### config.mk
export PLATFORM = sky130hd
export DESIGN_NAME = contiguous_page_allocator
export DESIGN_NICKNAME = d
export VERILOG_FILES = /design/src/rtl/cpa_pkg.sv /design/src/rtl/cpa_ram.sv /design/src/rtl/contiguous_page_allocator.sv
export SDC_FILE = /design/constraint.sdc
export NUM_CORES = 2
export LEC_CHECK = 0
export BUFFER_PORTS_ARGS = -buffer_cell sky130_fd_sc_hd__buf_4
export CORE_ASPECT_RATIO = 0.9
export CORE_MARGIN = 10
export CORE_UTILIZATION = 45
export DETAILED_ROUTE_END_ITERATION = 8
export MAX_ROUTING_LAYER = met4
export PLACE_DENSITY_LB_ADDON = 0.25
export SYNTH_ARGS = -nofsm -noshare
export SYNTH_HDL_FRONTEND = slang
export SYNTH_SLANG_ARGS = --single-unit
### constraint.sdc
create_clock -name clk -period 5.9 [get_ports clk]
set_clock_uncertainty 0.1 [all_clocks]
set_input_delay 0.885 -clock clk [delete_from_list [all_inputs] [get_ports clk]]
set_output_delay 0.885 -clock clk [all_outputs]
set_load 0.005 [all_outputs]
### src/rtl/cpa_pkg.sv
package cpa_pkg;

  localparam int unsigned LW = 11;
  localparam int unsigned OWW = 16;

  typedef enum logic [4:0] {
    ST_INIT,
    ST_IDLE,
    ST_FF_RD,
    ST_FF_CHK,
    ST_CP_RD,
    ST_CP_WR,
    ST_ALLOC_WR,
    ST_HSH_RD,
    ST_HSH_WR,
    ST_APPEND,
    ST_PID_RD,
    ST_PID_CHK,
    ST_NB_RD,
    ST_NB_CHK,
    ST_USH_RD,
    ST_USH_WR
  } state_t;

  typedef enum logic [1:0] {
    CMD_ALLOC   = 2'd0,
    CMD_RELEASE = 2'd1,
    CMD_LOCATE  = 2'd2,
    CMD_NONE    = 2'd3
  } cmd_t;

  localparam logic [2:0] ST_OK         = 3'd0;
  localparam logic [2:0] ST_NO_SPACE   = 3'd1;
  localparam logic [2:0] ST_PID_UNKN   = 3'd2;
  localparam logic [2:0] ST_PAGE_RANGE = 3'd3;
  localparam logic [2:0] ST_TABLE_FULL = 3'd4;

  typedef struct packed {
    logic [OWW-1:0] owner;
    logic [LW-1:0]  start;
    logic [LW-1:0]  length;
  } used_t;

  typedef struct packed {
    logic [LW-1:0] start;
    logic [LW-1:0] length;
  } hole_t;

endpackage

### src/rtl/cpa_ram.sv
module cpa_ram #(
  parameter int unsigned WIDTH = 8,
  parameter int unsigned DEPTH = 2,
  parameter int unsigned AW = 1
) (
  input  logic             clk,
  input  logic             we,
  input  logic [AW-1:0]    waddr,
  input  logic [WIDTH-1:0] wdata,
  input  logic [AW-1:0]    raddr,
  output logic [WIDTH-1:0] rdata
);

  logic [WIDTH-1:0] mem [DEPTH];

  always_ff @(posedge clk) begin
    if (we) begin
      mem[waddr] <= wdata;
    end
    rdata <= mem[raddr];
  end

endmodule

### src/rtl/contiguous_page_allocator.sv
// a request answered at once raises out_valid in the cycle after start; a release takes
// longest, set by the scans and shifts of the used and free tables, each entry
// taking a read state and a check or write state
// throughput: one command at a time; start is taken only while busy is low
// reset: synchronous, active low; after reset or a configuration write, the ST_INIT state
// seeds the free table with a single segment, busy is high during it
// results are strobed on out_valid for one cycle; the receiver cannot stall
module contiguous_page_allocator #(
  parameter int unsigned MAX_PROCS = 32,
  parameter int unsigned MAX_PAGES = 1024
) (
  input  logic        clk,
  input  logic        rst_n,
  input  logic        start,
  output logic        busy,
  input  logic [1:0]  in_command,
  input  logic [15:0] in_pid,
  input  logic [10:0] in_page_count,
  input  logic [9:0]  in_page_number,
  output logic        out_valid,
  output logic [2:0]  out_status,
  output logic [9:0]  out_page_index,
  output logic        out_compacted,
  input  logic        cfg_valid,
  output logic        cfg_ready,
  input  logic [10:0] cfg_data
);

  localparam int unsigned LW = cpa_pkg::LW;
  localparam int unsigned HCAP = MAX_PROCS + 1;
  localparam int unsigned CW = $clog2(MAX_PROCS + 2);
  localparam int unsigned UAW = (MAX_PROCS > 1) ? $clog2(MAX_PROCS) : 1;
  localparam int unsigned HAW = $clog2(HCAP);
  localparam int unsigned TOT_RST = (MAX_PAGES < 1024) ? MAX_PAGES : 1024;

  cpa_pkg::state_t state_r, state_nxt;

  logic [LW-1:0]   total_r, total_nxt;
  logic [CW-1:0]   un_r, un_nxt;
  logic [CW-1:0]   hn_r, hn_nxt;
  logic [CW-1:0]   i_r, i_nxt;
  logic [CW-1:0]   u_r, u_nxt;
  logic [1:0]      cmd_r, cmd_nxt;
  logic [15:0]     pid_r, pid_nxt;
  logic [LW-1:0]   cnt_r, cnt_nxt;
  logic [9:0]      pg_r, pg_nxt;
  logic [LW:0]     sum_r, sum_nxt;
  logic [LW-1:0]   s_r, s_nxt;
  logic [LW-1:0]   len_r, len_nxt;
  logic [LW-1:0]   as_r, as_nxt;
  logic [LW-1:0]   al_r, al_nxt;
  logic            comp_r, comp_nxt;
  logic            right_r, right_nxt;
  logic            ov_r, ov_nxt;
  logic [2:0]      os_r, os_nxt;
  logic [9:0]      oi_r, oi_nxt;
  logic            oc_r, oc_nxt;

  logic            u_we, h_we;
  logic [UAW-1:0]  u_waddr, u_raddr;
  logic [HAW-1:0]  h_waddr, h_raddr;
  cpa_pkg::used_t  u_wdata, u_rdata;
  cpa_pkg::hole_t  h_wdata, h_rdata;

  logic            cfg_fire;
  logic [LW-1:0]   cfg_clamp;
  logic [CW:0]     i_inc;
  logic            hole_fit;
  logic            pid_hit;
  logic            nb_hit;
  logic [LW+1:0]   loc_abs;

  cpa_ram #(.WIDTH($bits(cpa_pkg::used_t)), .DEPTH(MAX_PROCS), .AW(UAW)) u_used (
    .clk   (clk),
    .we    (u_we),
    .waddr (u_waddr),
    .wdata (u_wdata),
    .raddr (u_raddr),
    .rdata (u_rdata)
  );

  cpa_ram #(.WIDTH($bits(cpa_pkg::hole_t)), .DEPTH(HCAP), .AW(HAW)) u_hole (
    .clk   (clk),
    .we    (h_we),
    .waddr (h_waddr),
    .wdata (h_wdata),
    .raddr (h_raddr),
    .rdata (h_rdata)
  );

  assign busy      = (state_r != cpa_pkg::ST_IDLE);
  assign cfg_ready = (state_r == cpa_pkg::ST_IDLE);
  assign cfg_fire  = cfg_valid && cfg_ready;
  assign out_valid      = ov_r;
  assign out_status     = os_r;
  assign out_page_index = oi_r;
  assign out_compacted  = oc_r;

  assign cfg_clamp = (cfg_data == '0) ? LW'(1) :
                     ((32'(cfg_data) > MAX_PAGES) ? LW'(MAX_PAGES) : cfg_data);
  assign i_inc    = {1'b0, i_r} + (CW+1)'(1);
  assign hole_fit = (h_rdata.length >= cnt_r);
  assign pid_hit  = (u_rdata.owner == pid_r);
  assign nb_hit   = right_r ? (h_rdata.start == s_r + len_r)
                            : ((LW+1)'(h_rdata.start) + (LW+1)'(h_rdata.length)
                               == (LW+1)'(s_r));
  assign loc_abs  = (LW+2)'(u_rdata.start) + (LW+2)'(pg_r);

  // next state
  always_comb begin
    state_nxt = state_r;
    case (state_r)
      cpa_pkg::ST_INIT: state_nxt = cpa_pkg::ST_IDLE;
      cpa_pkg::ST_IDLE: begin
        if (cfg_fire) begin
          state_nxt = cpa_pkg::ST_INIT;
        end else if (start) begin
          case (in_command)
            cpa_pkg::CMD_ALLOC: begin
              if (in_page_count != '0 && 32'(un_r) < MAX_PROCS) begin
                state_nxt = cpa_pkg::ST_FF_RD;
              end
            end
            cpa_pkg::CMD_RELEASE, cpa_pkg::CMD_LOCATE: state_nxt = cpa_pkg::ST_PID_RD;
            default: state_nxt = cpa_pkg::ST_IDLE;
          endcase
        end
      end
      cpa_pkg::ST_FF_RD: begin
        if (i_r == hn_r) begin
          state_nxt = (sum_r >= (LW+1)'(cnt_r)) ? cpa_pkg::ST_CP_RD : cpa_pkg::ST_IDLE;
        end else begin
          state_nxt = cpa_pkg::ST_FF_CHK;
        end
      end
      cpa_pkg::ST_FF_CHK:
        state_nxt = hole_fit ? cpa_pkg::ST_ALLOC_WR : cpa_pkg::ST_FF_RD;
      cpa_pkg::ST_CP_RD:
        state_nxt = (i_r == un_r) ? cpa_pkg::ST_ALLOC_WR : cpa_pkg::ST_CP_WR;
      cpa_pkg::ST_CP_WR: state_nxt = cpa_pkg::ST_CP_RD;
      cpa_pkg::ST_ALLOC_WR:
        state_nxt = comp_r ? cpa_pkg::ST_APPEND : cpa_pkg::ST_HSH_RD;
      cpa_pkg::ST_HSH_RD: begin
        if (i_inc >= (CW+1)'(hn_r)) begin
          if (cmd_r == cpa_pkg::CMD_RELEASE && !right_r) begin
            state_nxt = cpa_pkg::ST_NB_RD;
          end else begin
            state_nxt = cpa_pkg::ST_APPEND;
          end
        end else begin
          state_nxt = cpa_pkg::ST_HSH_WR;
        end
      end
      cpa_pkg::ST_HSH_WR: state_nxt = cpa_pkg::ST_HSH_RD;
      cpa_pkg::ST_APPEND:
        state_nxt = (cmd_r == cpa_pkg::CMD_RELEASE) ? cpa_pkg::ST_USH_RD : cpa_pkg::ST_IDLE;
      cpa_pkg::ST_PID_RD:
        state_nxt = (i_r == un_r) ? cpa_pkg::ST_IDLE : cpa_pkg::ST_PID_CHK;
      cpa_pkg::ST_PID_CHK: begin
        if (!pid_hit) begin
          state_nxt = cpa_pkg::ST_PID_RD;
        end else if (cmd_r == cpa_pkg::CMD_RELEASE) begin
          state_nxt = cpa_pkg::ST_NB_RD;
        end else begin
          state_nxt = cpa_pkg::ST_IDLE;
        end
      end
      cpa_pkg::ST_NB_RD: begin
        if (i_r == hn_r) begin
          state_nxt = right_r ? cpa_pkg::ST_APPEND : cpa_pkg::ST_NB_RD;
        end else begin
          state_nxt = cpa_pkg::ST_NB_CHK;
        end
      end
      cpa_pkg::ST_NB_CHK:
        state_nxt = nb_hit ? cpa_pkg::ST_HSH_RD : cpa_pkg::ST_NB_RD;
      cpa_pkg::ST_USH_RD:
        state_nxt = (i_inc >= (CW+1)'(un_r)) ? cpa_pkg::ST_IDLE : cpa_pkg::ST_USH_WR;
      cpa_pkg::ST_USH_WR: state_nxt = cpa_pkg::ST_USH_RD;
      default: state_nxt = cpa_pkg::ST_INIT;
    endcase
  end

  // datapath, memory controls and result word
  always_comb begin
    total_nxt = total_r;
    un_nxt    = un_r;
    hn_nxt    = hn_r;
    i_nxt     = i_r;
    u_nxt     = u_r;
    cmd_nxt   = cmd_r;
    pid_nxt   = pid_r;
    cnt_nxt   = cnt_r;
    pg_nxt    = pg_r;
    sum_nxt   = sum_r;
    s_nxt     = s_r;
    len_nxt   = len_r;
    as_nxt    = as_r;
    al_nxt    = al_r;
    comp_nxt  = comp_r;
    right_nxt = right_r;
    ov_nxt    = 1'b0;
    os_nxt    = os_r;
    oi_nxt    = oi_r;
    oc_nxt    = oc_r;
    u_we      = 1'b0;
    h_we      = 1'b0;
    u_waddr   = i_r[UAW-1:0];
    h_waddr   = i_r[HAW-1:0];
    u_raddr   = i_r[UAW-1:0];
    h_raddr   = i_r[HAW-1:0];
    u_wdata   = u_rdata;
    h_wdata   = h_rdata;
    case (state_r)
      cpa_pkg::ST_INIT: begin
        h_we    = 1'b1;
        h_waddr = '0;
        h_wdata = '{start: '0, length: total_r};
        hn_nxt  = CW'(1);
        un_nxt  = '0;
      end
      cpa_pkg::ST_IDLE: begin
        if (cfg_fire) begin
          total_nxt = cfg_clamp;
        end else if (start) begin
          cmd_nxt   = in_command;
          pid_nxt   = in_pid;
          cnt_nxt   = in_page_count;
          pg_nxt    = in_page_number;
          i_nxt     = '0;
          sum_nxt   = '0;
          comp_nxt  = 1'b0;
          right_nxt = 1'b0;
          oi_nxt    = '0;
          oc_nxt    = 1'b0;
          os_nxt    = cpa_pkg::ST_OK;
          case (in_command)
            cpa_pkg::CMD_ALLOC: begin
              if (in_page_count == '0) begin
                ov_nxt = 1'b1;
                os_nxt = cpa_pkg::ST_NO_SPACE;
              end else if (32'(un_r) >= MAX_PROCS) begin
                ov_nxt = 1'b1;
                os_nxt = cpa_pkg::ST_TABLE_FULL;
              end
            end
            cpa_pkg::CMD_RELEASE, cpa_pkg::CMD_LOCATE: ;
            default: ov_nxt = 1'b1;
          endcase
        end
      end
      cpa_pkg::ST_FF_RD: begin
        if (i_r == hn_r) begin
          if (sum_r >= (LW+1)'(cnt_r)) begin
            i_nxt = '0;
            s_nxt = '0;
          end else begin
            ov_nxt = 1'b1;
            os_nxt = cpa_pkg::ST_NO_SPACE;
          end
        end
      end
      cpa_pkg::ST_FF_CHK: begin
        if (hole_fit) begin
          s_nxt   = h_rdata.start;
          len_nxt = h_rdata.length;
        end else begin
          sum_nxt = sum_r + (LW+1)'(h_rdata.length);
          i_nxt   = i_r + CW'(1);
        end
      end
      cpa_pkg::ST_CP_RD: begin
        if (i_r == un_r) begin
          comp_nxt = 1'b1;
          hn_nxt   = '0;
          len_nxt  = total_r - s_r;
        end
      end
      cpa_pkg::ST_CP_WR: begin
        u_we    = 1'b1;
        u_wdata = '{owner: u_rdata.owner, start: s_r, length: u_rdata.length};
        s_nxt   = s_r + u_rdata.length;
        i_nxt   = i_r + CW'(1);
      end
      cpa_pkg::ST_ALLOC_WR: begin
        u_we    = 1'b1;
        u_waddr = un_r[UAW-1:0];
        u_wdata = '{owner: pid_r, start: s_r, length: cnt_r};
        un_nxt  = un_r + CW'(1);
        as_nxt  = s_r + cnt_r;
        al_nxt  = len_r - cnt_r;
        oi_nxt  = s_r[9:0];
        oc_nxt  = comp_r;
      end
      cpa_pkg::ST_HSH_RD: begin
        h_raddr = i_inc[HAW-1:0];
        if (i_inc >= (CW+1)'(hn_r)) begin
          hn_nxt = hn_r - CW'(1);
          if (cmd_r == cpa_pkg::CMD_RELEASE && !right_r) begin
            right_nxt = 1'b1;
            i_nxt     = '0;
          end
        end
      end
      cpa_pkg::ST_HSH_WR: begin
        h_we  = 1'b1;
        i_nxt = i_r + CW'(1);
      end
      cpa_pkg::ST_APPEND: begin
        if (al_r != '0 && 32'(hn_r) < HCAP) begin
          h_we    = 1'b1;
          h_waddr = hn_r[HAW-1:0];
          h_wdata = '{start: as_r, length: al_r};
          hn_nxt  = hn_r + CW'(1);
        end
        if (cmd_r == cpa_pkg::CMD_RELEASE) begin
          i_nxt = u_r;
        end else begin
          ov_nxt = 1'b1;
        end
      end
      cpa_pkg::ST_PID_RD: begin
        if (i_r == un_r) begin
          ov_nxt = 1'b1;
          os_nxt = cpa_pkg::ST_PID_UNKN;
        end
      end
      cpa_pkg::ST_PID_CHK: begin
        if (!pid_hit) begin
          i_nxt = i_r + CW'(1);
        end else if (cmd_r == cpa_pkg::CMD_RELEASE) begin
          u_nxt   = i_r;
          s_nxt   = u_rdata.start;
          len_nxt = u_rdata.length;
          as_nxt  = u_rdata.start;
          al_nxt  = u_rdata.length;
          i_nxt   = '0;
        end else begin
          ov_nxt = 1'b1;
          if (loc_abs >= (LW+2)'(total_r)) begin
            os_nxt = cpa_pkg::ST_PAGE_RANGE;
          end else begin
            oi_nxt = loc_abs[9:0];
          end
        end
      end
      cpa_pkg::ST_NB_RD: begin
        if (i_r == hn_r && !right_r) begin
          right_nxt = 1'b1;
          i_nxt     = '0;
        end
      end
      cpa_pkg::ST_NB_CHK: begin
        if (nb_hit) begin
          al_nxt = al_r + h_rdata.length;
          if (!right_r) begin
            as_nxt = h_rdata.start;
          end
        end else begin
          i_nxt = i_r + CW'(1);
        end
      end
      cpa_pkg::ST_USH_RD: begin
        u_raddr = i_inc[UAW-1:0];
        if (i_inc >= (CW+1)'(un_r)) begin
          un_nxt = un_r - CW'(1);
          ov_nxt = 1'b1;
        end
      end
      cpa_pkg::ST_USH_WR: begin
        u_we  = 1'b1;
        i_nxt = i_r + CW'(1);
      end
      default: ;
    endcase
  end

  always_ff @(posedge clk) begin
    if (!rst_n) begin
      state_r <= cpa_pkg::ST_INIT;
      total_r <= LW'(TOT_RST);
      un_r    <= '0;
      hn_r    <= '0;
      ov_r    <= 1'b0;
    end else begin
      state_r <= state_nxt;
      total_r <= total_nxt;
      un_r    <= un_nxt;
      hn_r    <= hn_nxt;
      ov_r    <= ov_nxt;
    end
  end

  always_ff @(posedge clk) begin
    i_r     <= i_nxt;
    u_r     <= u_nxt;
    cmd_r   <= cmd_nxt;
    pid_r   <= pid_nxt;
    cnt_r   <= cnt_nxt;
    pg_r    <= pg_nxt;
    sum_r   <= sum_nxt;
    s_r     <= s_nxt;
    len_r   <= len_nxt;
    as_r    <= as_nxt;
    al_r    <= al_nxt;
    comp_r  <= comp_nxt;
    right_r <= right_nxt;
    os_r    <= os_nxt;
    oi_r    <= oi_nxt;
    oc_r    <= oc_nxt;
  end

endmodule
# Word level (Yosys, flattened, before mapping)
# Memories as Yosys holds them, arrays and structs flattened. A register that Yosys moved wholly into a read port is not among the register bits.
# Cells that the tools add are included.
# Widths: inputs -> output; s select.
# totals
n_memories,2
register_bits,152
mem_bits_rw,1942
inputBits,54
output_inout_bits,17
wordCells,259
# memory_table
name,depth,word_bits,read_ports,rd_ports_with_merged_regs,wr,line,rtl
u_used.mem,32,38,1,1,1,cpa_ram.sv:14,logic [WIDTH-1:0] mem [DEPTH];
u_hole.mem,33,22,1,1,1,cpa_ram.sv:14,
# classes
n_eq_ne,50
mux,116
n_reduce_logical,45
n_addsub,15
order_cmp,9
bitwise_logic,1
# ops
cell,n
$mux 11,14
$mux 6,18
$pmux 11 s3,3
$pmux 5 s16,1
$pmux 38 s2,1
$pmux 6 s9,1
$mux 3,17
$mux 10,5
$ne 2x2->1 const B,23
$add 11x11->11,4
$pmux 11 s4,1
$pmux 22 s2,1
$eq 5x4->1 const B,8
$mux 12,3
$mux 5,6
$pmux 10 s3,1
$mux 4,7
$ge 12x11->1,2
$pmux 12 s2,1
$pmux 6 s4,1
$mux 1,23
$logic_not 11->1,2
$mux 22,1
$reduce_bool 11->1,2
51 further kinds,90

# Longest topological paths before layout
# logic_depth
depth_word,7
ltp_mapped,16
depth_no_buf,16

# Hierarchy
# A second synthesis with hierarchy kept.
# unflattened
cells_unflattened,5705
area_unflattened_um2,90610.7
# by_module_without_submodules
mod,n_inst,seq_area_each_um2,area_per_inst_um2,cells_per_inst
cpa_ram (u_used),1,37275.8,48161.2,2675
cpa_ram (u_hole),1,22241.3,29092.9,1545
contiguous_page_allocator,1,4254.1,13356.6,1485

# Worst setup path before layout
# OpenSTA, ideal clock, no wires.
# synth_path
kind,reg-to-reg
start,register hn_r[1]
end,"memory u_hole.mem[32][0] (netlist name), enable pin"
setup_slack_ns,1.708
synth_period_minus_slack_ns,4.192
required_time_ns,5.371
arrival_time_ns,3.663
stages_incl_launch_ff,11
n_path_buf,2
setup_time_ns,0.429
cell_sequence,dfxtp_1 > clkbuf_1 > or4_1 > o21ai_1 > o21a_1 > nand2_1 > buf_2 > o21ai_1 > inv_1 > or2_1 > nor3_1
# synth_between
elab_chain_len,6
elab_cells_between_ends,8
classes_between,order compare: 1; mux: 6; reduce/logical: 1
# synth_rtl
element,line,rtl
from (decl),contiguous_page_allocator.sv:40,"logic [CW-1:0] hn_r, hn_nxt;"
from (signal assigned),contiguous_page_allocator.sv:389,hn_r <= hn_nxt;
$lt 6x6->1,contiguous_page_allocator.sv:310,if (al_r != '0 && 32'(hn_r) < HCAP) begin
$logic_and 1x1->1,contiguous_page_allocator.sv:310,
$mux 1,contiguous_page_allocator.sv:310,
$pmux 1 s2,contiguous_page_allocator.sv:214,case (state_r)
$mux 1,cpa_ram.sv:17,if (we) begin
$mux 1 (not written as such),cpa_ram.sv:18,mem[waddr] <= wdata;
to (decl),cpa_ram.sv:14,
# Several ways; a longest one is shown, not always the timed one.

==> flow_metrics.tcl <==
set metrics [dict create \
    dp_slack_ps 1300 \
    timing.final.setup_violations 0 \
    syn-instance-count 5245 \
    cp_slowest_cell "sky130_fd_sc_hd__nand2_1" \
    rrSetupSlack_ps 1140 \
    grt_max_degree 85 \
    areaGrowthSynthToFinish_pct 13.7 \
    cts_hold_repair.buffers 0 \
    dpl.hpwl_um 146000 \
    yosys_warnings 0 \
    timing.final.ws_setup_ps 1140 \
    totalNegativeSetupSlack_ps 0 \
    core_um2 196000 \
    firstDrtPassIters 6 \
    row_count 154 \
    path_buf_inv 4 \
    crit_chain "buf_4 -> nand2_1 -> nor3_2 -> inv_1 -> nor2_2 -> buf_4 -> nor2_1 -> buf_4 -> nand2_1 -> nand2_1" \
    io_pins 71 \
    cp_launch_type "flip-flop" \
    avgRoutedWirePerCell_um 30.1 \
    globalRouteTotalUtil 0.231 \
    cp_data_arrival_time_ps 4930 \
    dominantRegCellSynth "sky130_fd_sc_hd__edfxtp_1" \
    ratio_of_total_power_to_cell_area_nw_per_um2 463 \
    timing_worst_setup_path_type "flip-flop to flip-flop" \
    maxCapViolCount 0 \
    via_count 50462 \
    max_freq_mhz 210 \
    cts.reportedPaths.clkPinSlew_ps 60 \
    cp_top_family "simple AND/OR/NAND/NOR gates" \
    final_count_of_pins_violating_max_slew 0 \
    asyncSetResetFlopFracSynth 0 \
    timing.critical_path.to_type "flip-flop" \
    rsz_0062_raised_after_global_routing "no" \
    count_of_flip_flops_with_a_built_in_enable_after_synthesis 2065 \
    numCtsBuffers 213 \
    place.gp.congestion 0.957 \
    yosysUniqueCellTypes 87 \
    synthesis.area_um2 89100 \
    viasPerCell 6.13 \
    ratio_of_final_minimum_period_to_clock_period 0.807 \
    worst_path_largest_cell_delay_ps 750 \
    leakagePower_nw 33.9 \
    max-clock-path-buffers 3 \
    syn_avg_cell_area_um2 17.0 \
    maximum_net_fanout_on_the_critical_path 33 \
    grt_first_pass_wirelength_um 355000 \
    cts_resized 0 \
    clock-root-buffer "sky130_fd_sc_hd__clkbuf_16" \
    post_detailed_route_drc_marker_count 0 \
    peakVddDrop_mv 0.307 \
    ant_nets 0 \
    clkLatencyLatePin_ps 860 \
    fp.dieW_um 489 \
    critical_path_required_ps 6080 \
    hold_path.class "input port to flip-flop" \
    hold_ws_ps 102 \
    drive_gt1_frac 0.188 \
    finalWorstPathRequiredPeriod_ps 4760 \
    post-cts-setup-buffers 0 \
    number_of_antenna_violations_at_the_first_check_in_global_routing 4 \
    ys_seq_elements 2153 \
    vias_in_the_first_global_route 49257 \
    outcome "complete, no violations" \
    die_height_um 442 \
    worstMarginPinSlew_ps 1390 \
    slew-limit-headroom 0.0721 \
    cts_sinks 2153 \
    synth-seq-area-share 0.716 \
    detailedRoute.firstIterationViolations 6061 \
    postRouteWirelength_um 248000 \
    design.final.nets 5682 \
    synth.net_count 5458 \
    finalHoldViolCount 0 \
    die_area_um2 216000 \
    buffer_ports.inserted 70 \
    grt.overflow.total 0 \
    tritoncts "yes" \
    initial_core_util 0.454 \
    clock_tree.htree_level_count 4 \
]
-- stage by stage --
stage	utilization	total power, mW	instances	instance area, µm²
3_5_place_dp	0.480	33.6	7828	94300
4_1_cts	0.516	47.0	8233	101000
6_report	0.516	46.9	8234	101000
3_3_place_gp	0.480	33.4	7828	94300
5_1_grt	0.516	48.8	8233	101000
2_1_floorplan	-	28.7	5245	89100
-- report_power, final --
group / switching, mW / leakage (nW) / internal (mW) / total, mW
Combinational: 8.54 / 11.1 / 4.66 / 13.2
Sequential: 0.669 / 19.4 / 19.5 / 20.2
Clock: 5.83 / 3.42 / 7.68 / 13.5
Total: 15.0 / 33.9 / 31.8 / 46.9
-- logic make-up (layout without fill, tap and decap cells) --
family | count (synthesis) | in the layout | share of synthesized area
AO/OA/AOI/OAI | 740 | 740 | 0.0627
adder cells (fa/ha/maj) | 160 | 160 | 0.0234
other | 0 | 1 | 0
multiplexers | 631 | 631 | 0.114
buffers and inverters | 370 | 784 | 0.0186
flip-flops | 2153 | 2153 | 0.716
AND/OR/NAND/NOR | 1055 | 1055 | 0.0518
XOR/XNOR | 136 | 136 | 0.0140
-- cells in the mapped netlist, types with 57 or more instances --
library cell	instances	area, µm²
sky130_fd_sc_hd__dfxtp_1	88	1760
sky130_fd_sc_hd__ha_1	148	1850
sky130_fd_sc_hd__buf_2	65	325
sky130_fd_sc_hd__edfxtp_1	2065	62000
sky130_fd_sc_hd__a32oi_1	177	1550
sky130_fd_sc_hd__xor2_1	57	499
sky130_fd_sc_hd__xnor2_1	75	657
sky130_fd_sc_hd__clkbuf_1	143	537
sky130_fd_sc_hd__a31oi_1	58	363
sky130_fd_sc_hd__mux2i_1	296	2960
sky130_fd_sc_hd__inv_1	98	368
sky130_fd_sc_hd__mux4_2	305	6870
sky130_fd_sc_hd__nand2_1	609	2290
sky130_fd_sc_hd__o21ai_0	112	561
sky130_fd_sc_hd__nor2_1	172	646
sky130_fd_sc_hd__a21oi_1	87	435
-- layout by cell type (no fill, tap or decap), types with 19 or more instances in the layout --
cell	count
sky130_fd_sc_hd__nand3_1	47
sky130_fd_sc_hd__buf_12	45
sky130_fd_sc_hd__a32oi_1	177
sky130_fd_sc_hd__ha_1	148
sky130_fd_sc_hd__a32o_1	37
sky130_fd_sc_hd__a221oi_2	21
sky130_fd_sc_hd__nor2_1	103
sky130_fd_sc_hd__nand2b_1	24
sky130_fd_sc_hd__nand2_1	609
sky130_fd_sc_hd__a221oi_1	19
sky130_fd_sc_hd__a31oi_1	58
sky130_fd_sc_hd__clkinv_1	38
sky130_fd_sc_hd__clkbuf_8	20
sky130_fd_sc_hd__buf_4	235
sky130_fd_sc_hd__nor3_1	33
sky130_fd_sc_hd__dfxtp_1	88
sky130_fd_sc_hd__and3_1	50
sky130_fd_sc_hd__mux4_2	305
sky130_fd_sc_hd__nor2_4	35
sky130_fd_sc_hd__clkbuf_1	58
sky130_fd_sc_hd__xor2_1	55
sky130_fd_sc_hd__inv_1	98
sky130_fd_sc_hd__xnor2_1	73
sky130_fd_sc_hd__o21ai_0	103
sky130_fd_sc_hd__o221ai_1	26
sky130_fd_sc_hd__mux2i_1	296
sky130_fd_sc_hd__mux2_2	30
sky130_fd_sc_hd__clkinv_2	33
sky130_fd_sc_hd__edfxtp_1	2065
sky130_fd_sc_hd__a22oi_1	48
sky130_fd_sc_hd__nor2_2	35
sky130_fd_sc_hd__a21oi_1	87
sky130_fd_sc_hd__clkbuf_16	216
sky130_fd_sc_hd__a21o_1	27
-- metal layers --
layer | vias up | GRT usage | share of wire
met5 | - | - | 0
met4 | 0 | 0.0675 | 0.031
met3 | 414 | 0.0421 | 0.087
met2 | 2311 | 0.332 | 0.45
met1 | 26319 | 0.336 | 0.43
li1 | 21418 | - | -
-- worst register-to-register path: cells and delay by family (launching register included) --
family | cells | cell delay (ps)
buf+inv | 4 | 1190
simple gates | 6 | 2410
flops | 1 | 430
-- sequential cells by signal, indices dropped and copies added (netlist names), 11 cells and up --
name,count
sum_r,12
pid_r,16
u_used.mem,1216
s_r,11
u_hole.mem,726
as_r,11
len_r,11
cnt_r,11
al_r,11
total_r,11
u_used.rdata,38
u_hole.rdata,22
-- final timing paths --
kind	from	endpoint	depth (start not counted)
worst max-delay path	state_r[0]	u_hole.mem[21][10]	10
worst min-delay path	in_page_number[6]	pg_r[6]	1
worst max register to register	state_r[0]	u_hole.mem[21][10]	10
worst min register to register	u_hole.mem[32][6]	u_hole.rdata[6]	2
-- area by class of cell --
| class | count | area (µm²) |
|---|---|---|
| fillers | 15704 | 95000 |
| flip-flops and latches | 2153 | 63800 |
| multi-input cells | 2722 | 24300 |
| clock buffers | 294 | 5900 |
| well taps | 2574 | 3220 |
| repair buffers | 280 | 2670 |
| clock inverters | 111 | 1140 |
| inverters | 99 | 374 |
| diodes | 1 | 2.50 |
No activity file was read; power rests on OpenSTA's default activity.
